`config.mk`:
```
export PLATFORM = sky130hd
export DESIGN_NAME = integer_alu_decimal_print_unit
export DESIGN_NICKNAME = d
export VERILOG_FILES = /design/src/rtl/iadp_pkg.sv /design/src/rtl/iadp_arith.sv /design/src/rtl/iadp_bcd.sv /design/src/rtl/integer_alu_decimal_print_unit.sv
export SDC_FILE = /design/constraint.sdc
export NUM_CORES = 1
export LEC_CHECK = 0
export BUFFER_PORTS_ARGS = -buffer_cell sky130_fd_sc_hd__buf_2
export CELL_PAD_IN_SITES_DETAIL_PLACEMENT = 1
export CELL_PAD_IN_SITES_GLOBAL_PLACEMENT = 1
export CORE_ASPECT_RATIO = 1.2
export CORE_MARGIN = 2
export CORE_UTILIZATION = 40
export CTS_BUF_LIST = sky130_fd_sc_hd__clkbuf_8
export DETAILED_ROUTE_END_ITERATION = 6
export GPL_ROUTABILITY_DRIVEN = 1
export HOLD_SLACK_MARGIN = 0.12
export PLACE_DENSITY_LB_ADDON = 0.1
export SYNTH_ARGS = -nofsm -noshare
export SYNTH_HDL_FRONTEND = slang
export SYNTH_SLANG_ARGS = --single-unit
```
`constraint.sdc`:
```
create_clock -name i_clk -period 12.9 [get_ports i_clk]
set_input_delay 0 -clock i_clk [delete_from_list [all_inputs] [get_ports i_clk]]
set_output_delay 0 -clock i_clk [all_outputs]
set_load 0.01 [all_outputs]
```
`src/rtl/iadp_pkg.sv`:
```
// ============================================================================
// Integer ALU decimal print package
// Shared item types, operation codes, sequencer states and message text.
// ============================================================================
package iadp_pkg;

    localparam int DATA_W  = 32;
    localparam int CNT_W   = 5;
    localparam int DIGITS  = 10;
    localparam int DIG_W   = 4;
    localparam int IDX_W   = 5;
    localparam int DIV_LEN = 23;
    localparam int MOD_LEN = 21;

    localparam logic [2:0] CMD_ADD = 3'd0;
    localparam logic [2:0] CMD_SUB = 3'd1;
    localparam logic [2:0] CMD_MUL = 3'd2;
    localparam logic [2:0] CMD_DIV = 3'd3;
    localparam logic [2:0] CMD_MOD = 3'd4;

    localparam logic [7:0] CHAR_ZERO    = 8'h30;
    localparam logic [7:0] CHAR_MINUS   = 8'h2D;
    localparam logic [7:0] CHAR_NEWLINE = 8'h0A;

    localparam logic [8*DIV_LEN-1:0] DIV_MSG = "Stop : division by zero";
    localparam logic [8*MOD_LEN-1:0] MOD_MSG = "Stop : modulo by zero";

    typedef struct packed {
        logic        [2:0]        cmd;
        logic signed [DATA_W-1:0] left_operand;
        logic signed [DATA_W-1:0] right_operand;
    } t_in;

    typedef struct packed {
        logic [7:0] out_char;
        logic       last;
    } t_out;

    typedef struct packed {
        logic              done;
        logic              neg;
        logic [DATA_W-1:0] mag;
    } t_ar_res;

    typedef struct packed {
        logic                    done;
        logic [DIG_W-1:0]        top;
        logic [DIGITS*DIG_W-1:0] digits;
    } t_bcd_res;

    typedef enum logic [2:0] {
        AR_IDLE,
        AR_ABSA,
        AR_ABSB,
        AR_RUN,
        AR_FIX,
        AR_MAG
    } t_ar_state;

    typedef enum logic [2:0] {
        ST_IDLE,
        ST_ARITH,
        ST_CONV,
        ST_SIGN,
        ST_DIGIT,
        ST_MSG,
        ST_NL
    } t_state;

    function automatic logic [7:0] msg_char(input logic is_mod, input logic [IDX_W-1:0] idx);
        int unsigned pos;
        logic [7:0]  ch;
        if (is_mod) begin
            pos = 8 * (MOD_LEN - 1 - int'(idx));
            ch  = MOD_MSG[pos +: 8];
        end else begin
            pos = 8 * (DIV_LEN - 1 - int'(idx));
            ch  = DIV_MSG[pos +: 8];
        end
        return ch;
    endfunction

    function automatic logic [IDX_W-1:0] msg_last(input logic is_mod);
        return is_mod ? IDX_W'(MOD_LEN - 1) : IDX_W'(DIV_LEN - 1);
    endfunction

endpackage

```
`src/rtl/iadp_arith.sv`:
```
// ============================================================================
// Iterative arithmetic unit
// One shared 33-bit adder performs add, subtract, shift-add multiply,
// restoring divide, sign fixing and the final magnitude step.
// ============================================================================
module iadp_arith (
    input  logic                         i_clk,
    input  logic                         i_rst_n,
    input  logic                         i_go,
    input  iadp_pkg::t_in                i_item,
    output iadp_pkg::t_ar_res            o_res
);

    iadp_pkg::t_ar_state r_state, n_state;

    logic [2:0]                    r_cmd;
    logic [iadp_pkg::DATA_W-1:0]   r_acc, r_q, r_m, r_res, r_mag;
    logic [iadp_pkg::CNT_W-1:0]    r_cnt;
    logic                          r_aneg, r_bneg, r_neg, r_done;

    logic [iadp_pkg::DATA_W:0]     add_x, add_y;
    logic                          add_sub;
    logic [iadp_pkg::DATA_W+1:0]   sum;
    logic                          is_mul;

    assign is_mul = (r_cmd == iadp_pkg::CMD_MUL);
    assign sum    = {1'b0, add_x} + {1'b0, (add_sub ? ~add_y : add_y)}
                  + {{(iadp_pkg::DATA_W+1){1'b0}}, add_sub};

    always_comb begin
        n_state = r_state;
        case (r_state)
            iadp_pkg::AR_IDLE: begin
                if (i_go) begin
                    case (i_item.cmd)
                        iadp_pkg::CMD_MUL: n_state = iadp_pkg::AR_RUN;
                        iadp_pkg::CMD_DIV,
                        iadp_pkg::CMD_MOD: n_state = iadp_pkg::AR_ABSA;
                        default:           n_state = iadp_pkg::AR_FIX;
                    endcase
                end
            end
            iadp_pkg::AR_ABSA: n_state = iadp_pkg::AR_ABSB;
            iadp_pkg::AR_ABSB: n_state = iadp_pkg::AR_RUN;
            iadp_pkg::AR_RUN: begin
                if (r_cnt == {iadp_pkg::CNT_W{1'b1}}) begin
                    n_state = iadp_pkg::AR_FIX;
                end
            end
            iadp_pkg::AR_FIX:  n_state = iadp_pkg::AR_MAG;
            iadp_pkg::AR_MAG:  n_state = iadp_pkg::AR_IDLE;
            default:           n_state = iadp_pkg::AR_IDLE;
        endcase
    end

    always_comb begin
        add_x   = '0;
        add_y   = '0;
        add_sub = 1'b0;
        case (r_state)
            iadp_pkg::AR_ABSA: begin
                add_y   = {1'b0, r_q};
                add_sub = r_aneg;
            end
            iadp_pkg::AR_ABSB: begin
                add_y   = {1'b0, r_m};
                add_sub = r_bneg;
            end
            iadp_pkg::AR_RUN: begin
                if (is_mul) begin
                    add_x = {1'b0, r_acc};
                    add_y = {1'b0, r_m};
                end else begin
                    add_x   = {r_acc, r_q[iadp_pkg::DATA_W-1]};
                    add_y   = {1'b0, r_m};
                    add_sub = 1'b1;
                end
            end
            iadp_pkg::AR_FIX: begin
                case (r_cmd)
                    iadp_pkg::CMD_ADD: begin
                        add_x = {1'b0, r_q};
                        add_y = {1'b0, r_m};
                    end
                    iadp_pkg::CMD_SUB: begin
                        add_x   = {1'b0, r_q};
                        add_y   = {1'b0, r_m};
                        add_sub = 1'b1;
                    end
                    iadp_pkg::CMD_DIV: begin
                        add_y   = {1'b0, r_q};
                        add_sub = r_aneg ^ r_bneg;
                    end
                    iadp_pkg::CMD_MOD: begin
                        add_y   = {1'b0, r_acc};
                        add_sub = r_aneg;
                    end
                    default: begin
                        add_y = {1'b0, r_acc};
                    end
                endcase
            end
            iadp_pkg::AR_MAG: begin
                add_y   = {1'b0, r_res};
                add_sub = r_res[iadp_pkg::DATA_W-1];
            end
            default: begin
                add_x = '0;
            end
        endcase
    end

    always_ff @(posedge i_clk) begin
        if (!i_rst_n) begin
            r_state <= iadp_pkg::AR_IDLE;
            r_done  <= 1'b0;
        end else begin
            r_state <= n_state;
            r_done  <= (r_state == iadp_pkg::AR_MAG);
        end
    end

    always_ff @(posedge i_clk) begin
        case (r_state)
            iadp_pkg::AR_IDLE: begin
                r_cmd  <= i_item.cmd;
                r_acc  <= '0;
                r_q    <= i_item.left_operand;
                r_m    <= i_item.right_operand;
                r_cnt  <= '0;
                r_aneg <= i_item.left_operand[iadp_pkg::DATA_W-1];
                r_bneg <= i_item.right_operand[iadp_pkg::DATA_W-1];
            end
            iadp_pkg::AR_ABSA: r_q <= sum[iadp_pkg::DATA_W-1:0];
            iadp_pkg::AR_ABSB: r_m <= sum[iadp_pkg::DATA_W-1:0];
            iadp_pkg::AR_RUN: begin
                r_cnt <= r_cnt + 1'b1;
                if (is_mul) begin
                    if (r_q[0]) begin
                        r_acc <= sum[iadp_pkg::DATA_W-1:0];
                    end
                    r_m <= {r_m[iadp_pkg::DATA_W-2:0], 1'b0};
                    r_q <= {1'b0, r_q[iadp_pkg::DATA_W-1:1]};
                end else begin
                    r_acc <= sum[iadp_pkg::DATA_W+1] ? sum[iadp_pkg::DATA_W-1:0]
                                                     : add_x[iadp_pkg::DATA_W-1:0];
                    r_q   <= {r_q[iadp_pkg::DATA_W-2:0], sum[iadp_pkg::DATA_W+1]};
                end
            end
            iadp_pkg::AR_FIX: r_res <= sum[iadp_pkg::DATA_W-1:0];
            iadp_pkg::AR_MAG: begin
                r_mag <= sum[iadp_pkg::DATA_W-1:0];
                r_neg <= r_res[iadp_pkg::DATA_W-1];
            end
            default: r_cnt <= '0;
        endcase
    end

    assign o_res.done = r_done;
    assign o_res.neg  = r_neg;
    assign o_res.mag  = r_mag;

endmodule

```
`src/rtl/iadp_bcd.sv`:
```
// ============================================================================
// Binary to decimal converter
// Shift-and-add-three conversion of a 32-bit magnitude, one bit per cycle.
// ============================================================================
module iadp_bcd (
    input  logic                          i_clk,
    input  logic                          i_rst_n,
    input  logic                          i_go,
    input  logic [iadp_pkg::DATA_W-1:0]   i_mag,
    output iadp_pkg::t_bcd_res            o_res
);

    localparam int BCD_W = iadp_pkg::DIGITS * iadp_pkg::DIG_W;

    logic [iadp_pkg::DATA_W-1:0] r_sh;
    logic [BCD_W-1:0]            r_dig, adj;
    logic [iadp_pkg::CNT_W-1:0]  r_cnt;
    logic                        r_busy, r_done;
    logic [iadp_pkg::DIG_W-1:0]  top;

    always_comb begin
        for (int i = 0; i < iadp_pkg::DIGITS; i++) begin
            adj[i*iadp_pkg::DIG_W +: iadp_pkg::DIG_W] =
                (r_dig[i*iadp_pkg::DIG_W +: iadp_pkg::DIG_W] >= 4'd5)
                ? r_dig[i*iadp_pkg::DIG_W +: iadp_pkg::DIG_W] + 4'd3
                : r_dig[i*iadp_pkg::DIG_W +: iadp_pkg::DIG_W];
        end
    end

    always_comb begin
        top = '0;
        for (int i = 0; i < iadp_pkg::DIGITS; i++) begin
            if (r_dig[i*iadp_pkg::DIG_W +: iadp_pkg::DIG_W] != '0) begin
                top = iadp_pkg::DIG_W'(i);
            end
        end
    end

    always_ff @(posedge i_clk) begin
        if (!i_rst_n) begin
            r_busy <= 1'b0;
            r_done <= 1'b0;
        end else begin
            r_done <= r_busy && (r_cnt == {iadp_pkg::CNT_W{1'b1}});
            if (i_go) begin
                r_busy <= 1'b1;
            end else if (r_cnt == {iadp_pkg::CNT_W{1'b1}}) begin
                r_busy <= 1'b0;
            end
        end
    end

    always_ff @(posedge i_clk) begin
        if (i_go) begin
            r_sh  <= i_mag;
            r_dig <= '0;
            r_cnt <= '0;
        end else if (r_busy) begin
            r_sh  <= {r_sh[iadp_pkg::DATA_W-2:0], 1'b0};
            r_dig <= {adj[BCD_W-2:0], r_sh[iadp_pkg::DATA_W-1]};
            r_cnt <= r_cnt + 1'b1;
        end
    end

    assign o_res.done   = r_done;
    assign o_res.top    = top;
    assign o_res.digits = r_dig;

endmodule

```
`src/rtl/integer_alu_decimal_print_unit.sv`:
```
// ============================================================================
// Integer ALU with decimal ASCII output
// Computes add, subtract, multiply, divide or modulo on signed 32-bit
// operands and prints the result as decimal text, one character per cycle.
// ============================================================================
// An item is accepted on a clock edge where start is high and busy is low.
// The block then raises busy until the closing newline has been sent.
// Each character appears on o_item for one cycle with o_strobe high; the
// closing newline carries last. The receiver cannot stall the output.
// Add and subtract pass through the shared adder in the fix and magnitude steps;
// multiply, divide and modulo go one bit per step through the same adder.
// The binary to decimal conversion then runs one bit per cycle.
// Text follows at one character per cycle, up to 12 characters for a number.
// A zero divisor skips the arithmetic and prints the stop message and a
// newline, up to 24 characters. An unknown operation prints only a newline.
// The next item can be accepted in the cycle after the newline.
// Reset returns the sequencer to idle and drops any item in flight.
// ============================================================================
module integer_alu_decimal_print_unit (
    input  logic           i_clk,
    input  logic           i_rst_n,
    input  logic           start,
    input  iadp_pkg::t_in  i_item,
    output logic           busy,
    output logic           o_strobe,
    output iadp_pkg::t_out o_item
);

    iadp_pkg::t_state          r_state, n_state;
    logic [iadp_pkg::IDX_W-1:0] r_idx, n_idx;
    logic                      r_is_mod, n_is_mod;
    logic                      r_neg, n_neg;

    iadp_pkg::t_ar_res         ar_res;
    iadp_pkg::t_bcd_res        bcd_res;
    logic                      accept, cmd_ok, zero_div, ar_go;
    logic [iadp_pkg::DIG_W-1:0] digit;

    assign accept   = start && (r_state == iadp_pkg::ST_IDLE);
    assign cmd_ok   = (i_item.cmd <= iadp_pkg::CMD_MOD);
    assign zero_div = (i_item.cmd inside {iadp_pkg::CMD_DIV, iadp_pkg::CMD_MOD})
                   && (i_item.right_operand == '0);
    assign ar_go    = accept && cmd_ok && !zero_div;
    assign digit    = bcd_res.digits[r_idx[iadp_pkg::DIG_W-1:0]*iadp_pkg::DIG_W +:
                                     iadp_pkg::DIG_W];

    iadp_arith u_arith (
        .i_clk   (i_clk),
        .i_rst_n (i_rst_n),
        .i_go    (ar_go),
        .i_item  (i_item),
        .o_res   (ar_res)
    );

    iadp_bcd u_bcd (
        .i_clk   (i_clk),
        .i_rst_n (i_rst_n),
        .i_go    (ar_res.done),
        .i_mag   (ar_res.mag),
        .o_res   (bcd_res)
    );

    always_comb begin
        n_state  = r_state;
        n_idx    = r_idx;
        n_is_mod = r_is_mod;
        n_neg    = r_neg;
        case (r_state)
            iadp_pkg::ST_IDLE: begin
                n_idx    = '0;
                n_is_mod = (i_item.cmd == iadp_pkg::CMD_MOD);
                if (start) begin
                    if (!cmd_ok) begin
                        n_state = iadp_pkg::ST_NL;
                    end else if (zero_div) begin
                        n_state = iadp_pkg::ST_MSG;
                    end else begin
                        n_state = iadp_pkg::ST_ARITH;
                    end
                end
            end
            iadp_pkg::ST_ARITH: begin
                n_neg = ar_res.neg;
                if (ar_res.done) begin
                    n_state = iadp_pkg::ST_CONV;
                end
            end
            iadp_pkg::ST_CONV: begin
                n_idx = {1'b0, bcd_res.top};
                if (bcd_res.done) begin
                    n_state = r_neg ? iadp_pkg::ST_SIGN : iadp_pkg::ST_DIGIT;
                end
            end
            iadp_pkg::ST_SIGN: n_state = iadp_pkg::ST_DIGIT;
            iadp_pkg::ST_DIGIT: begin
                if (r_idx == '0) begin
                    n_state = iadp_pkg::ST_NL;
                end else begin
                    n_idx = r_idx - 1'b1;
                end
            end
            iadp_pkg::ST_MSG: begin
                if (r_idx == iadp_pkg::msg_last(r_is_mod)) begin
                    n_state = iadp_pkg::ST_NL;
                end else begin
                    n_idx = r_idx + 1'b1;
                end
            end
            iadp_pkg::ST_NL:   n_state = iadp_pkg::ST_IDLE;
            default:           n_state = iadp_pkg::ST_IDLE;
        endcase
    end

    always_comb begin
        o_strobe        = 1'b0;
        o_item.out_char = iadp_pkg::CHAR_NEWLINE;
        o_item.last     = 1'b0;
        busy            = (r_state != iadp_pkg::ST_IDLE);
        case (r_state)
            iadp_pkg::ST_SIGN: begin
                o_strobe        = 1'b1;
                o_item.out_char = iadp_pkg::CHAR_MINUS;
            end
            iadp_pkg::ST_DIGIT: begin
                o_strobe        = 1'b1;
                o_item.out_char = iadp_pkg::CHAR_ZERO | {4'b0000, digit};
            end
            iadp_pkg::ST_MSG: begin
                o_strobe        = 1'b1;
                o_item.out_char = iadp_pkg::msg_char(r_is_mod, r_idx);
            end
            iadp_pkg::ST_NL: begin
                o_strobe        = 1'b1;
                o_item.last     = 1'b1;
            end
            default: begin
                o_strobe = 1'b0;
            end
        endcase
    end

    always_ff @(posedge i_clk) begin
        if (!i_rst_n) begin
            r_state <= iadp_pkg::ST_IDLE;
        end else begin
            r_state <= n_state;
        end
    end

    always_ff @(posedge i_clk) begin
        r_idx    <= n_idx;
        r_is_mod <= n_is_mod;
        r_neg    <= n_neg;
    end

endmodule

```
## Word-level counts from Yosys, hierarchy flattened

Cells that the tools add are included.

- Reductions and logical operators: 38
- Magnitude comparators: 11
- Bitwise operators: 2
- Shifts and indexed selects: 3
- $add $sub $neg: 18
- Equal/unequal tests: 32
- Multiplexer cells: 62

Operators with widths:

| kind | count |
|---|---|
| $mux W32 | 8 |
| $pmux W32 S3 | 2 |
| $shiftx A184 B33 Y8 const A | 1 |
| $shiftx A168 B33 Y8 const A | 1 |
| $pmux W33 S4 | 1 |
| $pmux W32 S2 | 2 |
| $mux W33 | 2 |
| $pmux W33 S2 | 1 |
| $mux W3 | 15 |
| $mux W4 | 11 |
| $ge A4 B3 Y1 const B | 10 |
| $reduce_bool A4 Y1 | 10 |
| $shiftx A40 B7 Y4 | 1 |
| $add A4 B2 Y4 const B | 9 |
| $add A33 B33 Y34 | 1 |
| $add A34 B1 Y34 | 1 |
| $not A33 Y33 | 1 |
| $logic_not A32 Y1 | 1 |
| $eq A3 B2 Y1 const B | 8 |
| $pmux W8 S3 | 1 |
| $eq A3 B3 Y1 const B | 7 |
| $pmux W5 S4 | 1 |
| $pmux W3 S6 | 1 |
| $add A5 B1 Y5 const B | 3 |
| 31 further kinds | 67 |

- Input port bits: 70
- Flip-flop bits (word level): 264
- Word-level logic and storage cells: 187

## Longest topological paths before layout

- Depth in word-level cells: 11
- Gate-level depth with buffers: 22

## Modules after synthesis

Synthesis repeated with hierarchy kept, for this count alone.

- Cells, all modules: 2097
- Area, all modules: 18751.7 um^2

Modules (own cells, without submodules):

| module | instances | seq. area each (um^2) | cells each | area an instance (um^2) |
|---|---|---|---|---|
| iadp_arith | 1 | 5215.0 | 1303 | 11893.9 |
| iadp_bcd | 1 | 1901.8 | 434 | 4259.1 |
| integer_alu_decimal_print_unit | 1 | 270.3 | 360 | 2598.7 |

## Worst setup path before layout

OpenSTA, ideal clock, no wires.

- Path type: register to register
- Start point: reg u_arith.r_state[1]
- End point: reg u_arith.r_acc[30] (netlist bit) (data pin)
- Stages on the path, launching flop included: 19
- Arrival time: 4.789 ns
- Setup time: 0.266 ns
- Setup slack: 7.845 ns
- Path buffers: 2
- Path through: dfxtp_1 > buf_4 > nor3b_2 > clkbuf_1 > o21ai_0 > a21oi_1 > a211oi_1 > mux2i_1 > ha_1 > a21oi_1 > nor2b_1 > o31a_1 > o41a_1 > a22o_1 > a221o_1 > o41a_1 > xor2_1 > mux2i_1 > nor2_1

- Cells in the longest elaborated chain, start to end: 10
- Elaborated cells between the ends (all ways): 18

RTL lines:

| what | line | text |
|---|---|---|
| start, declared | iadp_arith.sv:14 | `iadp_pkg::t_ar_state r_state, n_state;` |
| start signal, assigned | iadp_arith.sv:115 | `r_state <= iadp_pkg::AR_IDLE;` |
| start signal, assigned | iadp_arith.sv:118 | `r_state <= n_state;` |
| $eq A3 B2 Y1 | iadp_arith.sv:60 | `case (r_state)` |
| $reduce_or A2 Y1 (no line) | - |  |
| $pmux W33 S4 | iadp_arith.sv:60 |  |
| $not A33 Y33 | iadp_arith.sv:27 | `assign sum = {1'b0, add_x} + {1'b0, (add_sub ? ~add_y : add_y)}` |
| $mux W33 | iadp_arith.sv:27 |  |
| $add A33 B33 Y34 | iadp_arith.sv:27 |  |
| $add A34 B1 Y34 * | iadp_arith.sv:28 | `+ {{(iadp_pkg::DATA_W+1){1'b0}}, add_sub};` |
| named net u_arith.sum (one bit) | iadp_arith.sv:23 | `logic [iadp_pkg::DATA_W+1:0] sum;` |
| $mux W32, on equally long branches | iadp_arith.sv:145, iadp_arith.sv:139 |  |
| $mux W32 * | iadp_arith.sv:138 | `if (is_mul) begin` |
| $pmux W32 S2 * | iadp_arith.sv:124 | `case (r_state)` |
| end signal, assigned | iadp_arith.sv:140 | `r_acc <= sum[iadp_pkg::DATA_W-1:0];` |
| end signal, assigned | iadp_arith.sv:145 | `r_acc <= sum[iadp_pkg::DATA_W+1] ? sum[iadp_pkg::DATA_W-1:0]` |
| end, declared | iadp_arith.sv:17 | `logic [iadp_pkg::DATA_W-1:0] r_acc, r_q, r_m, r_res, r_mag;` |

Mark *: on every way through the listed nets, which the timed path passes. The rest lies on a longest branch. The select of a mux whose other input is x is not followed.
A chain may end at the register's enable or synchronous reset.

## Final worst setup path

- Start point: reg u_arith.r_state[2]
- End point: reg u_arith.r_q[0] (netlist bit) (data pin)

- Cells in the longest elaborated chain, start to end: 9
- Elaborated cells between the ends (all ways): 16

RTL lines:

| what | line | text |
|---|---|---|
| $eq A3 B2 Y1, on equally long branches | iadp_arith.sv:60, iadp_arith.sv:124 |  |
| $reduce_or A2 Y1 (no line) | - |  |
| $pmux W33 S4 | iadp_arith.sv:60 |  |
| $not A33 Y33 | iadp_arith.sv:27 |  |
| $mux W33 | iadp_arith.sv:27 |  |
| $add A33 B33 Y34 | iadp_arith.sv:27 |  |
| $add A34 B1 Y34 | iadp_arith.sv:28 |  |
| $mux W32 | iadp_arith.sv:138 |  |
| $pmux W32 S3 * | iadp_arith.sv:124 |  |
| end signal, assigned | iadp_arith.sv:128 | `r_q <= i_item.left_operand;` |
| end signal, assigned | iadp_arith.sv:143 | `r_q <= {1'b0, r_q[iadp_pkg::DATA_W-1:1]};` |
| end signal, assigned | iadp_arith.sv:147 | `r_q <= {r_q[iadp_pkg::DATA_W-2:0], sum[iadp_pkg::DATA_W+1]};` |
| end, declared | iadp_arith.sv:17 |  |

Mark *: on every way between the ends. The rest lies on a longest branch, timed or not.

==> summary by stage <==
Global route
The global routing stage identified its most utilized layer as met2. The via count of the first global-routing pass is 16800. The met3 routing resource usage after global routing is 3.51%. Global routing consumed, over all layers together, 26.7% of the routing resources. Global routing finished with a remaining overflow of 0.

The number of antenna violations at the first check in global routing was 0. The global-route met2 utilization is 47.9%. The first global-routing pass estimated 96.8 mm of wire. The maximum number of pins on one net before global-route repair is 69. The met1 layer usage reported by global route is 32.5%.

Clocking
The later pin in the worst-skew pair is clocked with a latency of 650 ps. In this run the post-CTS setup repair buffer count came out at 0. The tree is rooted in a clkbuf_8. The number of H-tree branching levels is 2.

The sink count of the clock tree is 264. The clock passes through at most 3 buffers. In this run, CTS created clock tree buffers numbering 50. Clock-pin slew was measured on the worst setup and hold paths at 60 ps. TritonCTS built the clock tree. The number of gates resized after CTS is 0. The total of hold buffers inserted after clock tree synthesis is 71.

Worst setup path
The kind of cell with the highest combined delay along the critical path is compound AO/OA/AOI/OAI gates. The worst setup path is launched from a register. The startpoint identified for the worst register-to-register timing path is u_arith.r_state[2].

The setup slack of the most critical reg-to-reg path is 6170 ps. STA classifies the critical path endpoint as a register. The arrival time reported for the critical path endpoint is 7100 ps. The number of buffers and inverters on the critical path is 3. Measured in cells, the most critical reg-to-reg path has a length of 19. Of all nets on the critical path, the largest fanout is 47. Walking the worst path, the cells encountered are nand2b_2 > o22ai_1 > nor4bb_4 > buf_4 > nand3_1 > buf_4 > mux2i_1 > ha_1 > a21o_1 > a21o_1 > a21oi_1 > o21a_1 > o21ai_0 > a21boi_0 > o41ai_4 > a21oi_4 > buf_4 > o221ai_1 > o21a_1. The destination of the worst register-to-register timing path is u_arith.r_q[0].

The highest cell delay on the worst timing path is 910 ps. For the worst setup path, the data required time is 13280 ps. The critical path is of the reg2reg type. On the critical path, the stage with the largest delay is an instance of nand2b_2.

Counting stages on the worst path, the most repeated cell is buf_4.

Placement
During placement, the flow inserted port buffers numbering 79. The detailed-placement wirelength estimate is 40.5 mm. After detailed placement, the total cell area comes to 18700 um2. The weighted congestion reported at the end of routability-driven placement is 0.919.

Die
The floorplan has 84 rows. The height of the chip is 236 um. The die covers 46400 um2. The total area inside the core boundary comes to 43900 um2.

81 I/O pins were placed. The starting density of the core is 40.7%. The die outline width is 197 um.

Synthesis
Counting every net in the synthesized netlist gives 2113. The mean post-synth cell area is 9.04 um2. The mapped netlist covers 17900 um2. After synthesis, the netlist uses 73 different library cells. The post-synthesis register bit count is 264. Yosys mapped a number of flops with a built-in enable equal to 210. Counting flops with an async set or reset pin after synthesis yields a share of 0%. The share of the Yosys chip area taken by registers is 41.3%. Among all flip-flop cells after synthesis, the most frequent one is edfxtp_1. The Yosys step of the flow raised 0 warnings.

The synthesized instance count is 1978.

Power and ir drop
The power share of the clock group is 23.8%. The internal portion of the total power is 2.18 mW. Of the total power, the share spent switching nets is 42.0%. The leakage component of the power is 8.10 nW. IR analysis of the VDD net gives a maximum drop of 0.0000838 V.

The completed layout was analyzed and its total power is 3.76 mW. The analysis attributes to net switching a power of 1.58 mW. The power density of the placed cells is 184 nW/um2. Per report_power, the combinational group accounts for 39.1% of the total. The part of the total power dissipated in sequential elements is 37.1%.

Worst hold path
The number of cells traversed by the worst hold path is 2. The worst hold-check path type is in2reg. For hold timing, the worst endpoint is u_arith.r_cmd[2]. The beginning of the worst hold path is i_item[66].

Timing
Setup repair after global routing left no endpoint under its margin. At the pin with the least slew margin, the transition time is 1040 ps. After layout, the worst path uses 52.1% of the clock period. Subtracting the final worst setup slack from the clock period gives 6730 ps. The setup total negative slack is 0 ps. The remaining max-slew budget at the tightest pin is 30.5%. The final hold violation count is 0. Derived from the worst setup path, the maximum achievable clock frequency is 149 MHz. Setup violations remaining at the end of the flow were counted as 0.

Across the routed clock network, the largest skew measured is 30.1 ps. The number of pins exceeding their max-slew limit in the final report is 0.

Drt
In the routed layout, each cell is associated on average with a via count of 5.91. The number of iterations in the first detailed-routing pass is 5. Summed over all layers, the routed wires come to 61.4 mm. The detailed router placed 15800 vias in this run. Dividing the detail-routed wire length by the instance count gives 23.0 um.

In this run, the number of DRC markers left after iteration 0 of detailed routing was 791. In the routed design, unresolved DRC markers number 0. The number of nets with antenna violations after detailed routing is 0.

Layout
The post-route standard cell area excluding fillers is 20500 um2. In the layout the commonest cells are nand2_1, edfxtp_1, o21ai_0. From synthesis to final layout, the design area changed by 14.5%. The filler cell count is 5084.

Of the cells placed in the final design, the portion with a size suffix greater than 1 is 11.4%. For this run, the post-layout net count is 2211. The leading cell type in the layout, fill and taps excluded is nand2_1.

Run
The number of maximum-capacitance constraint violations is 0.

Run status
The flow ran to the end, and the final reports show no timing, DRC or antenna violations.
-- layer usage --
layer | part of all wire [%] | up-vias
met1 | 42 | 7871
met5 | 0 | -
met2 | 51 | 384
li1 | - | 7426
met3 | 3.9 | 122
met4 | 3.3 | 0
-- worst max path at each step --
stage	from	to	slack (ps)	depth (start not counted)
6_report	u_arith.r_state[2]	u_arith.r_q[0]	6170	19
5_1_grt	u_arith.r_state[2]	u_arith.r_q[0]	5680	19
4_1_cts	u_arith.r_state[2]	u_arith.r_q[0]	6120	19
3_5_place_dp	u_arith.r_state[2]	u_arith.r_acc[7]	6140	19
3_3_place_gp	u_arith.r_state[2]	u_arith.r_q[0]	6390	19
2_1_floorplan	u_arith.r_state[1]	u_arith.r_acc[30]	7840	18
-- power by group through the flow --
| stage | Clock [mW] | Combinational, mW | Sequential, mW |
|---|---|---|---|
| floorplan | 0 | 1.05 | 1.29 |
| global placement | 0 | 1.41 | 1.40 |
| detailed placement | 0 | 1.44 | 1.41 |
| CTS | 0.916 | 1.47 | 1.39 |
| global route | 0.951 | 1.61 | 1.42 |
| finish | 0.894 | 1.47 | 1.40 |
-- per-stage QoR --
| stage | setup slack, ps | util [%] | hold WS, ps | std cells |
|---|---|---|---|---|
| final | 6170 | 46.6 | 160 | 2673 |
| after global routing | 5680 | 46.6 | 151 | 2672 |
| after CTS | 6120 | 46.6 | 136 | 2672 |
| after floorplan | 7840 | - | 98.9 | 1978 |
| after global placement | 6390 | 42.6 | 236 | 2512 |
| after detailed placement | 6140 | 42.6 | 236 | 2512 |
-- sequential cells by signal, summed over array words and instances (netlist names), 32 cells and up --
| signal | flops |
|---|---|
| u_bcd.r_dig | 40 |
| u_arith.r_m | 32 |
| u_arith.r_res | 32 |
| u_bcd.r_sh | 32 |
| u_arith.r_q | 32 |
| u_arith.r_mag | 32 |
| u_arith.r_acc | 32 |
-- cell usage after synthesis (12+ instances only) --
cell type	count	area (um2)
dfxtp_1	54	1080
xor2_1	30	263
nand2b_1	30	188
a21oi_1	175	876
mux2_2	32	360
and3_1	16	100
xnor2_1	40	350
o21ai_0	189	946
nor2b_1	13	81.3
mux2i_1	165	1650
a211oi_1	41	308
nand3_1	43	215
o211ai_1	12	90.1
nand2_1	257	965
clkbuf_1	106	398
buf_1	14	52.6
nor2_1	175	657
edfxtp_1	210	6310
nor3_1	32	160
a21o_1	17	128
a31oi_1	29	181
inv_1	48	180
o22ai_1	47	294
ha_1	63	788
-- kinds of logic after synthesis --
family                   synth area share, %
XOR/XNOR                                3.43
adder cells (fa/ha/maj)                 4.63
buffers and inverters                   4.14
flip-flops                              41.3
multiplexers                            12.4
other                                 0.0210
AO/OA/AOI/OAI                           18.9
AND/OR/NAND/NOR                         15.2
-- final cells by class --
class | instances | area [um2] | area share, %
Multi-Input combinational cell | 1529 | 9830 | 48.0
Clock inverter | 36 | 305 | 1.49
Sequential cell | 264 | 7390 | 36.1
Clock buffer | 53 | 729 | 3.56
Antenna cell | 1 | 2.50 | 0.0122
Timing Repair Buffer | 179 | 1320 | 6.46
Tap cell | 559 | 699 | 3.42
Inverter | 52 | 195 | 0.953
Power figures use the tool's default switching activity.
